### src/sv/assert_macros.svh
// Assertion macros shared by the RTL of the 1-Wire ROM search master.
// The clock is clk and the asynchronous active-low reset is arst_n.
`ifndef ASSERT_MACROS_SVH
`define ASSERT_MACROS_SVH

// Checks a property at every rising clock edge outside reset.
`define ASSERT_AT(lbl, prop, msg) \
	lbl: assert property (@(posedge clk) disable iff (!arst_n) prop) else $error(msg);

// Checks that a condition never holds.
`define ASSERT_NEVER(lbl, cond, msg) \
	`ASSERT_AT(lbl, !(cond), msg)

`endif

### src/sv/owrs_pkg.sv
// Shared types and constants of the 1-Wire ROM search master.
// No dependencies; the interfaces and the master import this package.
`timescale 1ns / 1ps
package owrs_pkg;

	localparam int ROM_W         = 64;
	localparam int ADDR_BITS_DEF = 64;

	localparam logic OP_START = 1'b0;
	localparam logic OP_ECHO  = 1'b1;

	localparam logic [7:0] PROBE_RESET = 8'hf0;
	localparam logic [7:0] PROBE_ONE   = 8'hff;
	localparam logic [7:0] PROBE_ZERO  = 8'h00;
	localparam logic [7:0] SEARCH_CMD  = 8'hf0;
	localparam logic [7:0] HIGH_NIBBLE = 8'hf0;

	typedef enum logic [1:0] {
		ST_FOUND    = 2'd0,
		ST_NONE     = 2'd1,
		ST_VANISHED = 2'd2
	} status_t;

	typedef struct packed {
		logic [7:0]       probe_byte;
		logic             slow_baud;
		logic             done_res;
		status_t          search_status;
		logic [ROM_W-1:0] found_address;
	} result_t;

endpackage

### src/sv/owrs_req_if.sv
// Request channel of the 1-Wire ROM search master: start or echo requests.
// Depends on owrs_pkg for the address width.
`timescale 1ns / 1ps
interface owrs_req_if;
	import owrs_pkg::*;

	logic             valid;
	logic             ready;
	logic             opcode;
	logic [ROM_W-1:0] start_address;
	logic [7:0]       echo_byte;

	modport source (output valid, opcode, start_address, echo_byte, input ready);
	modport sink   (input valid, opcode, start_address, echo_byte, output ready);
endinterface

### src/sv/owrs_res_if.sv
// Result channel of the 1-Wire ROM search master: next probe or final status.
// Depends on owrs_pkg for the address width.
`timescale 1ns / 1ps
interface owrs_res_if;
	import owrs_pkg::*;

	logic             valid;
	logic             ready;
	logic [7:0]       probe_byte;
	logic             slow_baud;
	logic             done_res;
	logic [1:0]       search_status;
	logic [ROM_W-1:0] found_address;

	modport source (output valid, probe_byte, slow_baud, done_res, search_status,
		found_address, input ready);
	modport sink   (input valid, probe_byte, slow_baud, done_res, search_status,
		found_address, output ready);
endinterface

### src/sv/onewire_rom_search_master.sv
// Channel  Role   Payload
// req      sink   opcode, start_address, echo_byte
// res      source probe_byte, slow_baud, done_res, search_status, found_address
//
// Each request is decided in the cycle it is accepted; its result is in the output
// register on the next cycle, so one request per cycle is sustained while res.ready is high.
// The slot decision is a single pass of logic between the search state and the
// result register. A waiting result stalls the request side only when res.ready is low.
// An echo while idle gives no result. Reset clears the phase, the branch flag and the result valid.
// Depends on owrs_pkg, owrs_req_if, owrs_res_if and assert_macros.svh.
`timescale 1ns / 1ps
`include "assert_macros.svh"
module onewire_rom_search_master #(
	parameter int ADDR_BITS = owrs_pkg::ADDR_BITS_DEF
) (
	input logic       clk,
	input logic       arst_n,
	owrs_req_if.sink  req,
	owrs_res_if.source res
);
	import owrs_pkg::*;

	localparam int             PW       = $clog2(ADDR_BITS);
	localparam logic [PW-1:0]  LAST_BIT = PW'(ADDR_BITS - 1);

	typedef enum logic [10:0] {
		PH_IDLE  = 11'b000_0000_0001,
		PH_RST1  = 11'b000_0000_0010,
		PH_CMD1  = 11'b000_0000_0100,
		PH_RD0_1 = 11'b000_0000_1000,
		PH_RD1_1 = 11'b000_0001_0000,
		PH_WR_1  = 11'b000_0010_0000,
		PH_RST2  = 11'b000_0100_0000,
		PH_CMD2  = 11'b000_1000_0000,
		PH_RD0_2 = 11'b001_0000_0000,
		PH_RD1_2 = 11'b010_0000_0000,
		PH_WR_2  = 11'b100_0000_0000
	} phase_t;

	phase_t               phase_q, phase_n;
	logic [PW-1:0]        bit_q, bit_n;
	logic [2:0]           slot_q, slot_n;
	logic [ADDR_BITS-1:0] rom_q, rom_n;
	logic                 branch_valid_q, branch_valid_n;
	logic [PW-1:0]        branch_q, branch_n;
	logic                 zero_seen_q, zero_seen_n;
	logic                 res_valid_q;
	result_t              res_q, res_n;

	logic                 req_fire;
	logic                 emit;
	logic                 fin;
	status_t              fin_status;
	logic                 end_pass;
	logic                 line_low;
	logic                 prev_bit;
	logic [7:0]           probe;
	logic                 slow;

	logic                 start_fire;
	logic                 done_fire;
	logic                 reset_probe_out;
	logic                 in_pass_two;

	assign req.ready = !res_valid_q || res.ready;
	assign req_fire  = req.valid && req.ready;

	// In a read slot, any echo other than all ones means a device pulled the line low.
	assign line_low = req.echo_byte != PROBE_ONE;
	assign prev_bit = rom_q[bit_q];

	always_comb begin
		phase_n        = phase_q;
		bit_n          = bit_q;
		slot_n         = slot_q;
		rom_n          = rom_q;
		branch_valid_n = branch_valid_q;
		branch_n       = branch_q;
		zero_seen_n    = zero_seen_q;
		emit           = 1'b1;
		fin            = 1'b0;
		fin_status     = ST_FOUND;
		end_pass       = 1'b0;
		probe          = PROBE_ONE;
		slow           = 1'b0;

		if (req.opcode == OP_START) begin
			rom_n          = req.start_address[ADDR_BITS-1:0];
			branch_valid_n = 1'b0;
			bit_n          = '0;
			slot_n         = '0;
			zero_seen_n    = 1'b0;
			phase_n        = PH_RST1;
			probe          = PROBE_RESET;
			slow           = 1'b1;
		end else begin
			case (phase_q)
				PH_RST1, PH_RST2: begin
					if ((req.echo_byte & HIGH_NIBBLE) == HIGH_NIBBLE) begin
						fin        = 1'b1;
						fin_status = ST_NONE;
					end else begin
						phase_n = (phase_q == PH_RST1) ? PH_CMD1 : PH_CMD2;
						slot_n  = '0;
						probe   = SEARCH_CMD[0] ? PROBE_ONE : PROBE_ZERO;
					end
				end
				PH_CMD1, PH_CMD2: begin
					if (slot_q != 3'd7) begin
						slot_n = slot_q + 3'd1;
						probe  = SEARCH_CMD[slot_n] ? PROBE_ONE : PROBE_ZERO;
					end else begin
						slot_n  = '0;
						bit_n   = '0;
						phase_n = (phase_q == PH_CMD1) ? PH_RD0_1 : PH_RD0_2;
					end
				end
				PH_RD0_1, PH_RD0_2: begin
					zero_seen_n = line_low;
					phase_n     = (phase_q == PH_RD0_1) ? PH_RD1_1 : PH_RD1_2;
				end
				PH_RD1_1: begin
					// A zero bit with devices on the one side is a later branch candidate.
					if (!prev_bit) begin
						if (line_low) begin
							branch_valid_n = 1'b1;
							branch_n       = bit_q;
						end
						if (!zero_seen_q) begin
							end_pass = 1'b1;
						end
					end else if (!line_low) begin
						end_pass = 1'b1;
					end
					if (!end_pass) begin
						phase_n = PH_WR_1;
						probe   = prev_bit ? PROBE_ONE : PROBE_ZERO;
					end
				end
				PH_WR_1: begin
					if (bit_q == LAST_BIT) begin
						end_pass = 1'b1;
					end else begin
						bit_n   = bit_q + PW'(1);
						phase_n = PH_RD0_1;
					end
				end
				PH_RD1_2: begin
					if (bit_q < branch_q) begin
						probe = prev_bit ? PROBE_ONE : PROBE_ZERO;
					end else if (bit_q == branch_q) begin
						if (!line_low) begin
							fin        = 1'b1;
							fin_status = ST_VANISHED;
						end else begin
							rom_n[bit_q] = 1'b1;
						end
					end else if (zero_seen_q) begin
						rom_n[bit_q] = 1'b0;
						probe        = PROBE_ZERO;
					end else if (line_low) begin
						rom_n[bit_q] = 1'b1;
					end else begin
						fin        = 1'b1;
						fin_status = ST_VANISHED;
					end
					if (!fin) begin
						phase_n = PH_WR_2;
					end
				end
				PH_WR_2: begin
					if (bit_q == LAST_BIT) begin
						fin        = 1'b1;
						fin_status = ST_FOUND;
					end else begin
						bit_n   = bit_q + PW'(1);
						phase_n = PH_RD0_2;
					end
				end
				default: begin
					phase_n = PH_IDLE;
					emit    = 1'b0;
				end
			endcase
		end

		if (end_pass) begin
			if (!branch_valid_n) begin
				fin        = 1'b1;
				fin_status = ST_NONE;
			end else begin
				phase_n = PH_RST2;
				probe   = PROBE_RESET;
				slow    = 1'b1;
			end
		end

		if (fin) begin
			phase_n = PH_IDLE;
			probe   = PROBE_ZERO;
			slow    = 1'b0;
		end

		res_n.probe_byte    = probe;
		res_n.slow_baud     = slow;
		res_n.done_res      = fin;
		res_n.search_status = fin ? fin_status : ST_FOUND;
		res_n.found_address = ROM_W'(rom_n);
	end

	always_ff @(posedge clk or negedge arst_n) begin
		if (!arst_n) begin
			phase_q        <= PH_IDLE;
			branch_valid_q <= 1'b0;
			res_valid_q    <= 1'b0;
		end else begin
			if (req_fire) begin
				phase_q        <= phase_n;
				branch_valid_q <= branch_valid_n;
			end
			if (req_fire && emit) begin
				res_valid_q <= 1'b1;
			end else if (res.ready) begin
				res_valid_q <= 1'b0;
			end
		end
	end

	always_ff @(posedge clk) begin
		if (req_fire) begin
			bit_q       <= bit_n;
			slot_q      <= slot_n;
			rom_q       <= rom_n;
			branch_q    <= branch_n;
			zero_seen_q <= zero_seen_n;
		end
		if (req_fire && emit) begin
			res_q <= res_n;
		end
	end

	assign res.valid         = res_valid_q;
	assign res.probe_byte    = res_q.probe_byte;
	assign res.slow_baud     = res_q.slow_baud;
	assign res.done_res      = res_q.done_res;
	assign res.search_status = res_q.search_status;
	assign res.found_address = res_q.found_address;

	assign start_fire      = req_fire && req.opcode == OP_START;
	assign done_fire       = req_fire && emit && res_n.done_res;
	assign reset_probe_out = res.valid && res.probe_byte == PROBE_RESET && res.slow_baud;
	assign in_pass_two     = phase_q == PH_RST2 || phase_q == PH_CMD2 || phase_q == PH_RD0_2 ||
		phase_q == PH_RD1_2 || phase_q == PH_WR_2;

	`ASSERT_AT(a_start_gives_reset, start_fire |=> reset_probe_out, "start gave no reset probe")
	`ASSERT_AT(a_done_goes_idle, done_fire |=> phase_q == PH_IDLE, "finished search left phase busy")
	`ASSERT_NEVER(a_pass_two_branch, in_pass_two && !branch_valid_q, "second pass without a branch")

endmodule
### src/flat_wrapper.sv
// flat-port wrapper written by rule: the top's interface ports become plain ports
module onewire_rom_search_master_flat import owrs_pkg::*;
#(
	parameter int ADDR_BITS = owrs_pkg::ADDR_BITS_DEF
)
  (clk, arst_n, req_valid, req_opcode, req_start_address, req_echo_byte, req_ready, res_valid, res_probe_byte, res_slow_baud, res_done_res, res_search_status, res_found_address, res_ready);
  owrs_req_if req_i ();
  owrs_res_if res_i ();
  input logic clk;
  input logic arst_n;
  input wire logic [$bits(req_i.valid)-1:0] req_valid;
  input wire logic [$bits(req_i.opcode)-1:0] req_opcode;
  input wire logic [$bits(req_i.start_address)-1:0] req_start_address;
  input wire logic [$bits(req_i.echo_byte)-1:0] req_echo_byte;
  output wire logic [$bits(req_i.ready)-1:0] req_ready;
  output wire logic [$bits(res_i.valid)-1:0] res_valid;
  output wire logic [$bits(res_i.probe_byte)-1:0] res_probe_byte;
  output wire logic [$bits(res_i.slow_baud)-1:0] res_slow_baud;
  output wire logic [$bits(res_i.done_res)-1:0] res_done_res;
  output wire logic [$bits(res_i.search_status)-1:0] res_search_status;
  output wire logic [$bits(res_i.found_address)-1:0] res_found_address;
  input wire logic [$bits(res_i.ready)-1:0] res_ready;
  assign req_i.valid = req_valid;
  assign req_i.opcode = req_opcode;
  assign req_i.start_address = req_start_address;
  assign req_i.echo_byte = req_echo_byte;
  assign req_ready = req_i.ready;
  assign res_valid = res_i.valid;
  assign res_probe_byte = res_i.probe_byte;
  assign res_slow_baud = res_i.slow_baud;
  assign res_done_res = res_i.done_res;
  assign res_search_status = res_i.search_status;
  assign res_found_address = res_i.found_address;
  assign res_i.ready = res_ready;
  onewire_rom_search_master #(.ADDR_BITS(ADDR_BITS)) u_core (.clk(clk), .arst_n(arst_n), .req(req_i), .res(res_i));
endmodule
### config.mk
export PLATFORM = sky130hd
export DESIGN_NAME = onewire_rom_search_master_flat
export DESIGN_NICKNAME = d
export VERILOG_FILES = /design/src/sv/owrs_pkg.sv /design/src/sv/owrs_req_if.sv /design/src/sv/owrs_res_if.sv /design/src/sv/onewire_rom_search_master.sv /design/src/flat_wrapper.sv
export VERILOG_INCLUDE_DIRS = /design/src /design/src/sv
export SDC_FILE = /design/constraint.sdc
export NUM_CORES = 1
export LEC_CHECK = 0
export ABC_AREA = 1
export BUFFER_PORTS_ARGS = -buffer_cell sky130_fd_sc_hd__buf_2
export CAP_MARGIN = 10
export CORE_MARGIN = 2
export CORE_UTILIZATION = 56
export CTS_CLUSTER_DIAMETER = 100
export CTS_CLUSTER_SIZE = 28
export DETAILED_ROUTE_END_ITERATION = 12
export PLACE_DENSITY = 0.81
export SYNTH_ARGS = -nofsm -noshare
export SYNTH_HDL_FRONTEND = slang
export SYNTH_SLANG_ARGS = --single-unit
### constraint.sdc
create_clock -name clk -period 5.58 [get_ports clk]
set_input_delay 0.837 -clock clk [delete_from_list [all_inputs] [get_ports clk]]
set_output_delay 0.837 -clock clk [all_outputs]
set_load 0.005 [all_outputs]
==> flow_summary.rst <==
.. list-table::
   :header-rows: 1

   * - Metric
     - Value
   * - H-tree Lvls
     - 4
   * - Sequential Area
     - ~4800 µm²
   * - Summed negative setup slack over all endpoints
     - 0 ns
   * - Residual DRC count
     - 0
   * - Final ANT Viol Nets
     - 0
   * - Max Transition Viols Final
     - 0
   * - Total standard cell area after synthesis
     - 8610 µm²
   * - Antenna Diode Count
     - 0
   * - Syn_nets
     - 1,033
   * - Top cells by area in the synthesized netlist
     - sky130_fd_sc_hd__edfxtp_1 (52%), sky130_fd_sc_hd__nand2_1 (13%), sky130_fd_sc_hd__inv_1 (5.1%), sky130_fd_sc_hd__o211ai_1 (4.9%), sky130_fd_sc_hd__o21ai_0 (4.5%)
   * - Power per cell area
     - 318 nW/µm²
   * - EDFF count, synth
     - 150
   * - Worst Tran Pin Value
     - approximately 1.2 ns
   * - Largest area contributor in the netlist
     - sky130_fd_sc_hd__edfxtp_1
   * - Leakage component of the power
     - 4.44 nW
   * - Die X
     - 128 µm
   * - Yosys warning count
     - 0
   * - Number of vias in the routed layout
     - 7,485
   * - Insertion delay to the later sink of the worst-skew pair
     - 0.44 ns
   * - Highest cell delay on the worst timing path
     - 0.47 ns
   * - Post-Route Skew
     - between 0.009 and 0.01 ns
   * - Clock Root Buffer
     - sky130_fd_sc_hd__clkbuf_16
   * - Overflow left after global routing
     - 0
   * - Tightest slew margin relative to the limit
     - 20.6%
   * - Height of the die
     - 128 µm
   * - Number of antenna violations at the first check in global routing
     - 0
   * - Number of nets at the end of the flow
     - about 1,200
   * - MaxCap Viol Count
     - 0
   * - Largest net degree at the start of global routing
     - 73
   * - Synthesis-to-layout area growth
     - 15.9%
   * - Weighted congestion at the end of routability-driven global placement
     - 0.933
   * - Estimated wirelength of the detail-placed design
     - roughly 15 mm
   * - Ordered list of cells on the worst path
     - buf_4 -> clkinv_4 -> ha_1 -> nor2_1 -> o21ai_0 -> nand2_1 -> inv_1 -> nor2_1 -> inv_1 -> nor2_2 -> nand2_1 -> o21ai_0 -> o211ai_1 -> nand2_1
   * - Share of the yosys chip area belonging to registers
     - 56.1%
   * - Number of violations reported at the end of detailed-routing iteration 0
     - 1,086
   * - Floorplan row count
     - 45
   * - CP max FO
     - 44
   * - Leading cell types in the layout, fill and taps excluded
     - sky130_fd_sc_hd__nand2_1 (300), sky130_fd_sc_hd__buf_2 (155), sky130_fd_sc_hd__edfxtp_1 (150), sky130_fd_sc_hd__inv_1 (116), sky130_fd_sc_hd__o21ai_0 (77)
   * - CTS Buffer Depth
     - 2
   * - TritonRoute pass-1 iters
     - 6
   * - Part of the cycle the worst path needs
     - 66.8%
   * - Post-cts gate resize count
     - 0
   * - Max stage delay cell, worst path
     - sky130_fd_sc_hd__nor2_1
   * - Distinct cell type count after synthesis
     - 40
   * - Filler instances
     - about 1,200
   * - Final Hold Viols
     - 0
   * - Vias in the first global route
     - 7,001
   * - Num CTS Buffers
     - 17
   * - Kind of critical path
     - reg -> reg
   * - Length in cells of the worst reg-to-reg path
     - 14
   * - Async set or reset register ratio after synthesis
     - 7.98%
   * - Number of buffers inserted for hold repair after clock tree synthesis
     - 0
   * - Type of the tightest min-delay check
     - in -> async
   * - Sink Count
     - 163
   * - Worst Path Required
     - around 6 ns
   * - Cell count after synthesis
     - approximately 950
   * - Wire length of the first global-routing pass
     - between 30 and 40 mm
   * - Routed Wire Length
     - roughly 23 mm
   * - Port bufs
     - 154
   * - Share of post-route cells with drive strength above 1
     - 20.7%
   * - Via density
     - 5.81
   * - Clock transition at the register clock pins on the worst setup and hold paths after CTS
     - 0.06 ns
   * - Max VDD drop
     - 0.221 mV
   * - Average cell area after synthesis
     - a little over 9 µm²
   * - Count of buffers added by post-CTS timing repair for setup
     - 0
   * - Capturing point of the worst reg2reg path
     - u_core.rom_q[48]
   * - Wire per inst
     - ~18 µm
   * - Area after detailed placement
     - 9420 µm²
   * - Area of combinational cells with multiple inputs
     - 3050 µm²
   * - Maximum frequency from static timing analysis
     - 0.268 GHz
   * - Arrival time at the worst endpoint
     - 4.02 ns
   * - Area enclosed by the die boundary
     - 16,400 µm²
   * - Top Ports
     - 155
   * - Worst R2R Start
     - u_core.bit_q[0]
   * - Setup slack, reg-to-reg
     - between 1.5 and 2 ns
   * - Setup crit start kind
     - flip-flop
   * - Endpoints failing setup
     - 0
   * - Initial Util
     - 57.0%
   * - Period minus WS final
     - between 3 and 4 ns
   * - Most used flip-flop cell after synthesis
     - sky130_fd_sc_hd__edfxtp_1
   * - RSZ-0062 raised after global routing
     - false
   * - Overall fraction of global-route tracks in use
     - 28.9%
   * - Synth Register Bits
     - 163
   * - Core area
     - 15,100 µm²
   * - Run status
     - completed
   * - Area of all placed cells without fillers
     - 9980 µm²
   * - Post-synth top area share
     - approximately 52%
   * - Cell mode on critical path
     - sky130_fd_sc_hd__nand2_1
   * - Most common library cell in the layout ignoring fill and taps
     - sky130_fd_sc_hd__nand2_1
   * - Crit. End Element
     - flip-flop
   * - Clock tree from TritonCTS
     - yes
worst max-delay path by stage:
stage | from | to | depth (start not counted)
3_3_place_gp | u_core.bit_q[0] | u_core.res.found_address[56] | 13
6_report | u_core.bit_q[0] | u_core.rom_q[48] | 14
2_1_floorplan | req_opcode | u_core.res.done_res | 6
3_5_place_dp | u_core.bit_q[0] | u_core.res.found_address[56] | 13
5_1_grt | u_core.bit_q[0] | u_core.res.found_address[60] | 14
4_1_cts | u_core.bit_q[0] | u_core.res.found_address[56] | 14
layout make-up:
cell class | count | area share [%]
timing repair buffer | 160 | 8.28
clock inverter | 14 | 1.29
sequential | 163 | 48.4
tap | 188 | 2.36
clock buffer | 17 | 4.26
inverter | 125 | 4.80
multi-input combinational | 621 | 30.6
critical path: cells and delay by family, from the launching register on:
family / cells / cell delay [ns]
compound gates: 3 / 0.57
fa+ha+maj: 1 / 0.29
buf+inv: 4 / 1.04
flops: 1 / 0.33
simple gates: 6 / 1.31
kinds of logic after synthesis:
kind of cell,share of synthesized area [%]
buffers and inverters,8.53
flip-flops,56.1
adder cells (fa/ha/maj),1.45
AO/OA/AOI/OAI,11.9
AND/OR/NAND/NOR,22.0
routing by layer:
| metal | GRT usage, % | up-vias | part of all wire (%) |
|---|---|---|---|
| met1 | 40.7 | 3406 | 42 |
| li1 | - | 3502 | - |
| met3 | 6.18 | 76 | 10 |
| met2 | 44.0 | 501 | 45 |
| met5 | 0 | - | 0 |
| met4 | 12.0 | 0 | 3.1 |
metrics by stage:
| stage | util, % | hold WS [ns] | total power [W] | std cells | worst slack [ns] |
|---|---|---|---|---|---|
| floorplan | - | 0.453 | 0.00189 | 946 | 0.462 |
| global placement | 62.4 | 0.470 | 0.00206 | 1256 | 2.16 |
| detailed placement | 62.4 | 0.483 | 0.00207 | 1256 | 2.00 |
| CTS | 66.1 | 0.301 | 0.00318 | 1287 | 1.99 |
| global route | 66.1 | 0.312 | 0.00330 | 1288 | 1.55 |
| finish | 66.1 | 0.299 | 0.00318 | 1288 | 1.85 |
Yosys cell counts, types with 10 or more instances:
cell                         n
sky130_fd_sc_hd__nand2_1   300
sky130_fd_sc_hd__edfxtp_1  150
sky130_fd_sc_hd__inv_1     118
sky130_fd_sc_hd__o21ai_0    77
sky130_fd_sc_hd__o211ai_1   56
sky130_fd_sc_hd__nand3_1    48
sky130_fd_sc_hd__nor2_1     40
sky130_fd_sc_hd__clkbuf_1   17
sky130_fd_sc_hd__o21ai_1    16
sky130_fd_sc_hd__nor3_1     13
sky130_fd_sc_hd__dfrtp_1    12
sky130_fd_sc_hd__nand3_2    11
sky130_fd_sc_hd__ha_1       10
registers in the layout, indices dropped and copies added, names as in the netlist:
signal                    flops
u_core.slot_q                 3
u_core.res.probe_byte         2
u_core.res.search_status      2
u_core.res.valid              1
u_core.res.done_res           1
u_core.rom_q                 64
u_core.branch_q               6
u_core.res.slow_baud          1
u_core.bit_q                  6
u_core.zero_seen_q            1
u_core.phase_q               11
u_core.res.found_address     64
u_core.branch_valid_q         1
power breakdown:
| group | total [W] | switching, W | internal (W) |
|---|---|---|---|
| Sequential | 0.00154 | 0.0000453 | 0.00150 |
| Clock | 0.00112 | 0.000500 | 0.000618 |
| Combinational | 0.000514 | 0.000347 | 0.000167 |
Power figures use the tool's default switching activity.
